[src/hw/rtl/ctiu_pkg.sv]
// Package for the calibration table interpolator.
// Holds sizes, codes, the controller state type and the command/status structs.
// No dependencies.
package ctiu_pkg;

   localparam int MAX_POINTS  = 64;
   localparam int PT_ADDR_W   = 6;
   localparam int NSP_W       = 7;
   localparam int CNT_W       = 10;
   localparam int HUM_W       = 14;
   localparam int RES_W       = 16;

   localparam int DIV_N_W     = 25;
   localparam int DIV_D_W     = 10;
   localparam int DIV_STEPS   = 25;
   localparam int DIV_CNT_W   = 5;

   // floor(x / 10) == (x * TEN_RECIP) >> TEN_SHIFT for every DIV_N_W-bit x
   localparam int TEN_RECIP_W = 26;
   localparam int TEN_SHIFT   = 29;
   localparam int TEN_PROD_W  = DIV_N_W + TEN_RECIP_W;
   localparam int TEN_Q_W     = TEN_PROD_W - TEN_SHIFT;

   localparam logic             REQ_LOAD    = 1'b0;
   localparam logic             REQ_CONVERT = 1'b1;
   localparam logic [TEN_RECIP_W-1:0] TEN_RECIP = TEN_RECIP_W'(53687092);
   localparam logic [RES_W-1:0]   RES_SAT   = {RES_W{1'b1}};

   typedef struct packed {
      logic [CNT_W-1:0] counts;
      logic [HUM_W-1:0] humidity;
   } point_type;

   typedef enum logic [3:0] {
      S_IDLE,
      S_READ,
      S_SCAN,
      S_READ_NEXT,
      S_MUL,
      S_DIV_PROD,
      S_WAIT_PROD,
      S_TEN_EXACT,
      S_TEN_SUM,
      S_CLAMP,
      S_DONE
   } ctl_state_type;

   typedef struct packed {
      logic scan_init;
      logic rd_en;
      logic step;
      logic mul;
      logic div_prod;
      logic sum_latch;
      logic ten_exact;
      logic ten_sum;
      logic res_load;
      logic res_clear;
   } ctiu_cmd_type;

   typedef struct packed {
      logic few;
      logic hit;
      logic exact;
      logic last;
      logic idx_zero;
      logic pair_equal;
      logic div_done;
   } ctiu_sts_type;

endpackage

[src/hw/rtl/calibration_table_interpolator_unit.sv]
// Top level of the calibration table interpolator: controller plus datapath.
// Depends on ctiu_pkg, ctiu_ctrl and ctiu_datapath.
//
// A load item (req_type 0) writes one table point in the cycle it is accepted and
// gives no result; busy stays low. A convert item (req_type 1) scans up to 64 table
// points one at a time through one registered memory read port. The divide by ten is
// a reciprocal multiply; an exact hit needs nothing else, otherwise a 25-step serial
// divide first forms the slope term. Two points that share a count, and fewer than
// two points in use, give a result of zero. busy is high from the accepting edge
// through the result cycle, so the next item can be taken in the cycle after it.
// The result appears on rsp_humidity_x10 with rsp_strobe high for exactly one cycle
// and cannot be held off. csr_write_data sets the number of points in use; write it
// only while busy is low.
module calibration_table_interpolator_unit (
   input  logic                             clock,
   input  logic                             reset,
   input  logic                             start,
   output logic                             busy,
   input  logic                             req_type,
   input  logic [ctiu_pkg::PT_ADDR_W-1:0]   req_entry_index,
   input  logic [ctiu_pkg::CNT_W-1:0]       req_entry_counts,
   input  logic [ctiu_pkg::HUM_W-1:0]       req_entry_humidity,
   input  logic [ctiu_pkg::CNT_W-1:0]       req_sample_counts,
   output logic                             rsp_strobe,
   output logic [ctiu_pkg::RES_W-1:0]       rsp_humidity_x10,
   input  logic                             csr_write_enable,
   input  logic [ctiu_pkg::NSP_W-1:0]       csr_write_data
);
   import ctiu_pkg::*;

   ctiu_cmd_type cmd;
   ctiu_sts_type sts;
   logic         accept;
   logic         ctl_busy;

   assign accept = start & ~ctl_busy;
   assign busy   = ctl_busy;

   ctiu_ctrl u_ctrl (
      .clock          (clock),
      .reset          (reset),
      .accept_convert (accept & (req_type == REQ_CONVERT)),
      .sts            (sts),
      .cmd            (cmd),
      .busy           (ctl_busy),
      .strobe         (rsp_strobe)
   );

   ctiu_datapath u_datapath (
      .clock          (clock),
      .reset          (reset),
      .cmd            (cmd),
      .sts            (sts),
      .load_we        (accept & (req_type == REQ_LOAD)),
      .entry_index    (req_entry_index),
      .entry_counts   (req_entry_counts),
      .entry_humidity (req_entry_humidity),
      .sample_counts  (req_sample_counts),
      .csr_we         (csr_write_enable),
      .csr_data       (csr_write_data),
      .humidity_x10   (rsp_humidity_x10)
   );

endmodule

[src/hw/rtl/ctiu_div.sv]
// Serial restoring divider, one quotient bit per cycle, unsigned operands.
// Depends on ctiu_pkg.
module ctiu_div (
   input  logic                           clock,
   input  logic                           reset,
   input  logic                           start,
   input  logic [ctiu_pkg::DIV_N_W-1:0]   dividend,
   input  logic [ctiu_pkg::DIV_D_W-1:0]   divisor,
   output logic                           done,
   output logic [ctiu_pkg::DIV_N_W-1:0]   quotient
);
   import ctiu_pkg::*;

   logic                 run_ff, run_in;
   logic                 done_ff, done_in;
   logic [DIV_CNT_W-1:0] cnt_ff, cnt_in;
   logic [DIV_N_W-1:0]   quo_ff, quo_in;
   logic [DIV_D_W-1:0]   rem_ff, rem_in;
   logic [DIV_D_W-1:0]   dvs_ff, dvs_in;
   logic [DIV_D_W:0]     rem_sh;
   logic                 fits;

   assign rem_sh = {rem_ff, quo_ff[DIV_N_W-1]};
   assign fits   = rem_sh >= {1'b0, dvs_ff};

   always_comb begin
      run_in  = run_ff;
      done_in = 1'b0;
      cnt_in  = cnt_ff;
      quo_in  = quo_ff;
      rem_in  = rem_ff;
      dvs_in  = dvs_ff;
      if (start) begin
         run_in = 1'b1;
         cnt_in = DIV_CNT_W'(DIV_STEPS - 1);
         quo_in = dividend;
         rem_in = '0;
         dvs_in = divisor;
      end else if (run_ff) begin
         quo_in = {quo_ff[DIV_N_W-2:0], fits};
         rem_in = fits ? DIV_D_W'(rem_sh - {1'b0, dvs_ff}) : rem_sh[DIV_D_W-1:0];
         cnt_in = cnt_ff - DIV_CNT_W'(1);
         if (cnt_ff == '0) begin
            run_in  = 1'b0;
            done_in = 1'b1;
         end
      end
   end

   always_ff @(posedge clock) begin
      if (reset) begin
         run_ff  <= 1'b0;
         done_ff <= 1'b0;
      end else begin
         run_ff  <= run_in;
         done_ff <= done_in;
      end
      cnt_ff <= cnt_in;
      quo_ff <= quo_in;
      rem_ff <= rem_in;
      dvs_ff <= dvs_in;
   end

   assign done     = done_ff;
   assign quotient = quo_ff;

endmodule

[src/hw/rtl/ctiu_datapath.sv]
// Datapath: point table memory, scan registers, multiplier, divider, divide-by-ten
// reciprocal multiply and result register. Depends on ctiu_pkg and ctiu_div.
module ctiu_datapath (
   input  logic                             clock,
   input  logic                             reset,
   input  ctiu_pkg::ctiu_cmd_type           cmd,
   output ctiu_pkg::ctiu_sts_type           sts,
   input  logic                             load_we,
   input  logic [ctiu_pkg::PT_ADDR_W-1:0]   entry_index,
   input  logic [ctiu_pkg::CNT_W-1:0]       entry_counts,
   input  logic [ctiu_pkg::HUM_W-1:0]       entry_humidity,
   input  logic [ctiu_pkg::CNT_W-1:0]       sample_counts,
   input  logic                             csr_we,
   input  logic [ctiu_pkg::NSP_W-1:0]       csr_data,
   output logic [ctiu_pkg::RES_W-1:0]       humidity_x10
);
   import ctiu_pkg::*;

   point_type pt_mem_ff [MAX_POINTS];
   point_type rd_data_ff;

   logic [NSP_W-1:0]     nsp_ff, nsp_in;
   logic [NSP_W-1:0]     nsp_eff;
   logic [CNT_W-1:0]     sample_ff, sample_in;
   logic [PT_ADDR_W-1:0] idx_ff, idx_in;
   point_type            prev_ff, prev_in;
   logic signed [25:0]   prod_ff, prod_in;
   logic signed [10:0]   dc_ff, dc_in;
   logic                 q_neg_ff, q_neg_in;
   logic signed [25:0]   sum_ff, sum_in;
   logic                 res_neg_ff, res_neg_in;
   logic [TEN_Q_W-1:0]   ten_q_ff, ten_q_in;
   logic [RES_W-1:0]     res_ff, res_in;

   logic signed [10:0]   ds;
   logic signed [14:0]   dh;
   logic [25:0]          prod_mag;
   logic [10:0]          dc_mag;
   logic [25:0]          sum_mag;
   logic signed [25:0]   q_s;
   logic [DIV_N_W-1:0]   ten_src;
   logic [TEN_PROD_W-1:0] ten_prod;

   logic                 div_start;
   logic [DIV_N_W-1:0]   div_dividend;
   logic [DIV_D_W-1:0]   div_divisor;
   logic                 div_done;
   logic [DIV_N_W-1:0]   div_q;

   always_ff @(posedge clock) begin
      if (load_we) begin
         pt_mem_ff[entry_index] <= '{counts: entry_counts, humidity: entry_humidity};
      end
      if (cmd.rd_en) begin
         rd_data_ff <= pt_mem_ff[idx_ff];
      end
   end

   assign nsp_eff = (nsp_ff > NSP_W'(MAX_POINTS)) ? NSP_W'(MAX_POINTS) : nsp_ff;

   assign sts.few        = nsp_eff < NSP_W'(2);
   assign sts.hit        = sample_ff <= rd_data_ff.counts;
   assign sts.exact      = sample_ff == rd_data_ff.counts;
   assign sts.last       = {1'b0, idx_ff} == (nsp_eff - NSP_W'(1));
   assign sts.idx_zero   = idx_ff == '0;
   assign sts.pair_equal = prev_ff.counts == rd_data_ff.counts;
   assign sts.div_done   = div_done;

   assign ds = $signed({1'b0, sample_ff}) - $signed({1'b0, prev_ff.counts});
   assign dh = $signed({1'b0, rd_data_ff.humidity}) - $signed({1'b0, prev_ff.humidity});

   assign prod_mag = prod_ff[25] ? 26'(-prod_ff) : prod_ff;
   assign dc_mag   = dc_ff[10] ? 11'(-dc_ff) : dc_ff;
   assign sum_mag  = sum_ff[25] ? 26'(-sum_ff) : sum_ff;
   assign q_s      = q_neg_ff ? -$signed({1'b0, div_q}) : $signed({1'b0, div_q});

   assign ten_src  = cmd.ten_sum ? sum_mag[DIV_N_W-1:0]
                                 : {{(DIV_N_W-HUM_W){1'b0}}, rd_data_ff.humidity};
   assign ten_prod = TEN_PROD_W'(ten_src) * TEN_PROD_W'(TEN_RECIP);

   always_comb begin
      nsp_in     = csr_we ? csr_data : nsp_ff;
      sample_in  = sample_ff;
      idx_in     = idx_ff;
      prev_in    = prev_ff;
      prod_in    = prod_ff;
      dc_in      = dc_ff;
      q_neg_in   = q_neg_ff;
      sum_in     = sum_ff;
      res_neg_in = res_neg_ff;
      ten_q_in   = ten_q_ff;
      res_in     = res_ff;
      if (cmd.scan_init) begin
         sample_in = sample_counts;
         idx_in    = '0;
      end
      if (cmd.step) begin
         prev_in = rd_data_ff;
         idx_in  = idx_ff + PT_ADDR_W'(1);
      end
      if (cmd.mul) begin
         prod_in = 26'(ds) * 26'(dh);
         dc_in   = $signed({1'b0, rd_data_ff.counts}) - $signed({1'b0, prev_ff.counts});
      end
      if (cmd.div_prod) begin
         q_neg_in = prod_ff[25] ^ dc_ff[10];
      end
      if (cmd.sum_latch) begin
         sum_in = q_s + $signed({12'b0, prev_ff.humidity});
      end
      if (cmd.ten_exact) begin
         res_neg_in = 1'b0;
      end
      if (cmd.ten_sum) begin
         res_neg_in = sum_ff[25];
      end
      if (cmd.ten_exact | cmd.ten_sum) begin
         ten_q_in = ten_prod[TEN_SHIFT +: TEN_Q_W];
      end
      if (cmd.res_clear) begin
         res_in = '0;
      end else if (cmd.res_load) begin
         if (res_neg_ff) begin
            res_in = '0;
         end else if (ten_q_ff > TEN_Q_W'(RES_SAT)) begin
            res_in = RES_SAT;
         end else begin
            res_in = ten_q_ff[RES_W-1:0];
         end
      end
   end

   assign div_start    = cmd.div_prod;
   assign div_dividend = prod_mag[DIV_N_W-1:0];
   assign div_divisor  = dc_mag[DIV_D_W-1:0];

   ctiu_div u_div (
      .clock    (clock),
      .reset    (reset),
      .start    (div_start),
      .dividend (div_dividend),
      .divisor  (div_divisor),
      .done     (div_done),
      .quotient (div_q)
   );

   always_ff @(posedge clock) begin
      if (reset) begin
         nsp_ff <= '0;
      end else begin
         nsp_ff <= nsp_in;
      end
      sample_ff  <= sample_in;
      idx_ff     <= idx_in;
      prev_ff    <= prev_in;
      prod_ff    <= prod_in;
      dc_ff      <= dc_in;
      q_neg_ff   <= q_neg_in;
      sum_ff     <= sum_in;
      res_neg_ff <= res_neg_in;
      ten_q_ff   <= ten_q_in;
      res_ff     <= res_in;
   end

   assign humidity_x10 = res_ff;

endmodule

[src/hw/rtl/ctiu_ctrl.sv]
// Controller state machine: table scan, interpolation, divide and scaling sequencing.
// Depends on ctiu_pkg.
module ctiu_ctrl (
   input  logic                    clock,
   input  logic                    reset,
   input  logic                    accept_convert,
   input  ctiu_pkg::ctiu_sts_type  sts,
   output ctiu_pkg::ctiu_cmd_type  cmd,
   output logic                    busy,
   output logic                    strobe
);
   import ctiu_pkg::*;

   ctl_state_type state_ff, state_in;
   logic          found;

   assign found = sts.hit | sts.last;

   always_comb begin
      state_in = state_ff;
      case (state_ff)
         S_IDLE: begin
            if (accept_convert) begin
               state_in = sts.few ? S_DONE : S_READ;
            end
         end
         S_READ: state_in = S_SCAN;
         S_SCAN: begin
            if (!found) begin
               state_in = S_READ;
            end else if (sts.exact) begin
               state_in = S_TEN_EXACT;
            end else if (sts.idx_zero) begin
               state_in = S_READ_NEXT;
            end else begin
               state_in = S_MUL;
            end
         end
         S_READ_NEXT: state_in = S_MUL;
         S_MUL: state_in = sts.pair_equal ? S_DONE : S_DIV_PROD;
         S_DIV_PROD: state_in = S_WAIT_PROD;
         S_WAIT_PROD: begin
            if (sts.div_done) begin
               state_in = S_TEN_SUM;
            end
         end
         S_TEN_EXACT: state_in = S_CLAMP;
         S_TEN_SUM: state_in = S_CLAMP;
         S_CLAMP: state_in = S_DONE;
         S_DONE: state_in = S_IDLE;
         default: state_in = S_IDLE;
      endcase
   end

   always_comb begin
      cmd    = '0;
      busy   = 1'b1;
      strobe = 1'b0;
      case (state_ff)
         S_IDLE: begin
            busy          = 1'b0;
            cmd.scan_init = accept_convert;
            cmd.res_clear = accept_convert & sts.few;
         end
         S_READ: cmd.rd_en = 1'b1;
         S_SCAN: cmd.step = !found || (!sts.exact && sts.idx_zero);
         S_READ_NEXT: cmd.rd_en = 1'b1;
         S_MUL: begin
            cmd.mul       = 1'b1;
            cmd.res_clear = sts.pair_equal;
         end
         S_DIV_PROD: cmd.div_prod = 1'b1;
         S_WAIT_PROD: cmd.sum_latch = sts.div_done;
         S_TEN_EXACT: cmd.ten_exact = 1'b1;
         S_TEN_SUM: cmd.ten_sum = 1'b1;
         S_CLAMP: cmd.res_load = 1'b1;
         S_DONE: strobe = 1'b1;
         default: busy = 1'b1;
      endcase
   end

   always_ff @(posedge clock) begin
      if (reset) begin
         state_ff <= S_IDLE;
      end else begin
         state_ff <= state_in;
      end
   end

endmodule
[config.mk]
export PLATFORM = sky130hd
export DESIGN_NAME = calibration_table_interpolator_unit
export DESIGN_NICKNAME = d
export VERILOG_FILES = /design/src/hw/rtl/ctiu_pkg.sv /design/src/hw/rtl/calibration_table_interpolator_unit.sv /design/src/hw/rtl/ctiu_div.sv /design/src/hw/rtl/ctiu_datapath.sv /design/src/hw/rtl/ctiu_ctrl.sv
export SDC_FILE = /design/constraint.sdc
export NUM_CORES = 2
export LEC_CHECK = 0
export BUFFER_PORTS_ARGS = -buffer_cell sky130_fd_sc_hd__buf_2
export CORE_MARGIN = 3
export CORE_UTILIZATION = 55
export CTS_CLUSTER_SIZE = 20
export DETAILED_ROUTE_END_ITERATION = 8
export PLACE_DENSITY = 0.71
export SYNTH_ARGS = -nofsm -noshare
export SYNTH_HDL_FRONTEND = slang
export SYNTH_HIERARCHICAL = 1
export SYNTH_SLANG_ARGS = --single-unit
[constraint.sdc]
create_clock -name clock -period 10.21 [get_ports clock]
set_input_delay 1.021 -clock clock [delete_from_list [all_inputs] [get_ports clock]]
set_output_delay 1.021 -clock clock [all_outputs]
set_load 0.02 [all_outputs]
==> flow_summary.yaml <==
outcome:
  outcome: "finished clean"
synth:
  ys_seq_area_frac: 0.595
  ys_warn_count: 6
  synthCells: 5338
  ys.flop_type: "edfxtp_1"
  ys_seq_elements: 1766
  yosysTopAreaCell: "edfxtp_1"
  syn-cell-area_um2: 88300
  ys_async_sr_fraction: 0
  synth.top_cells.by_count: "edfxtp_1, inv_1, mux4_2"
  yosys.cell_count.top_type: "edfxtp_1"
  synth_edf_count: 1722
  syn-num-nets: 6161
  syn_avg_cell_area_um2: 16.5
  synth_top_area_frac: 0.585
  synth_area_leaders: "edfxtp_1, mux4_2, fa_1"
  synth_cell_type_count: 92
cts:
  root_buffer: "clkbuf_16"
  numCtsBuffers: 175
  clkSinkCount: 1766
  tritoncts: "done"
  path_clk_slew_ps: 60
  htreeDepth: 4
  post_cts_buffers: 0
  cts_resized: 0
  clock_latency_ps: 810
  clockBufferDepth: 3
  ctsHoldBuffers: 0
sta:
  fin_crit_sh: 0.926
  clock_skew_ps: 41.1
  setup_viol: 0
  finalMaxSlewViolations: 0
  rsz0062_at_grt: "false"
  tightest_slew_ps: 1300
  fmax_mhz: 106
  period_minus_slack_ps: 9460
  fin_setup_tns_ps: 0
  relSlewSlack: 0.126
  finalHoldViolations: 0
worst_setup_path:
  cp_data_required_time_ps: 10760
  cp_slowest_cell: "nor3_1"
  critical_path.top_delay_family: "adder cells"
  path_buf_inv: 5
  cp.arrival_ps: 10010
  critPathMaxStageDelay_ps: 780
  crit_start: "u_datapath/sum_ff[2]"
  crit_type: "reg2reg"
  cp-end-kind: "flop"
  startpoint_type: "flop"
  r2r-start: "u_datapath/sum_ff[2]"
  cp_max_fo: 8
worst_hold_path:
  worstHoldStart: "req_sample_counts[4]"
  hold_path_class: "in2reg"
floorplanning:
  placementRows: 146
  fp.coreArea_um2: 159000
  die_y_um: 407
  ios: 70
  initial_core_util: 0.556
  die_x_um: 407
  die_area_um2: 165000
route:
  drtPass1Iterations: 6
  totalWireLength_um: 214000
  remaining_drc_errors: 0
  wl_per_cell_um: 27.6
  antenna_left: 0
  vias: 47100
  viasPerCell: 6.08
  drtIter0Drc: 5008
global_routing:
  grt_busiest_layer: "met2"
  grt_use_total: 0.265
  grt_pass1_wl_um: 318000
  grt_remaining_overflow: 0
  met2_usage: 0.429
  grt_max_degree: 122
  grt_pass1_vias: 48200
  met3_usage: 0.0428
  met1_usage: 0.378
  antenna_found_initial: 18
cells_and_area:
  area_growth_pct: 10.3
  drive_gt1_frac: 0.190
  fin_nets: 6339
  finish.utilization: 0.613
placement:
  dp_hpwl_um: 135000
  place_congestion: 0.958
  io_buffers: 69
job:
  maxCapViolations: 0
## path summary, 6_finish.rpt
| check | to | slack (ps) | cells after the start |
|---|---|---|---|
| worst max-delay path | u_datapath/ten_q_ff[18] | 750 | 30 |
| worst min-delay path | u_datapath/sample_ff[4] | 400 | 1 |
| worst max register to register | u_datapath/ten_q_ff[18] | 750 | 30 |
| worst min register to register | u_datapath/humidity_x10[9] | 490 | 2 |
## final cells by class
class / instances / area (um2)
sequential: 1766 / 52600
antenna: 17 / 42.5
inverter: 583 / 2190
multi-input combinational: 2807 / 33100
clock inverter: 111 / 1090
timing repair buffer: 183 / 1280
tap: 2072 / 2590
clock buffer: 212 / 4560
fill: 11500 / 61500
## flip-flops by register name, indices dropped and copies added (netlist names), 11 cells and up
signal	count
u_datapath/dc_ff	11
u_datapath/humidity_x10	16
u_datapath/prev_ff	24
u_datapath/prod_ff	26
u_datapath/pt_mem_ff	1536
u_datapath/rd_data_ff	24
u_datapath/sum_ff	26
u_datapath/ten_q_ff	22
u_datapath/u_div/quotient	25
## per-stage QoR
stage | worst slack (ps) | hold slack, ps | instance area [um2] | std cells
finish | 753 | 398 | 97400 | 7751
global route | 138 | 354 | 97400 | 7735
CTS | 837 | 340 | 97400 | 7734
detailed placement | 858 | 485 | 91700 | 7411
global placement | 925 | 468 | 91700 | 7411
floorplan | 2200 | 446 | 88300 | 5338
## layout by cell type, fill, tap and decap left out, drive strengths merged, types with 27 or more instances in the layout
cell	synthesis	routed
clkbuf	128	212
fa	367	367
mux4	487	487
clkinv	2	85
xor2	98	98
a21o	47	47
xnor2	147	147
a211oi	34	34
ha	404	404
buf	54	183
dfxtp	44	44
nor2b	42	42
nor2	315	315
inv	581	589
o31ai	27	27
mux2i	31	31
mux2	28	28
a21oi	127	127
edfxtp	1722	1722
nand2b	34	34
o21ai	85	85
nor3	39	39
nand2	219	219
## logic make-up (layout without fill, tap and decap cells)
family,Yosys count,after routing,share of synthesized area
simple gates,805,805,0.0423
fa+ha+maj,771,771,0.140
flops,1766,1766,0.595
xor+xnor,245,245,0.0245
buf+inv,765,1089,0.0330
other cells,0,17,0
compound gates,440,440,0.0330
mux,546,546,0.131
## metal layers
metal	vias to the layer above	part of all wire
li1	20400	-
met1	24600	0.41
met2	1831	0.49
met3	312	0.074
met4	6	0.026
met5	-	0.00019
Power is left out: the tool's default activity adds up to more than one toggle a clock period on the data nets, which glitch-free logic cannot reach.
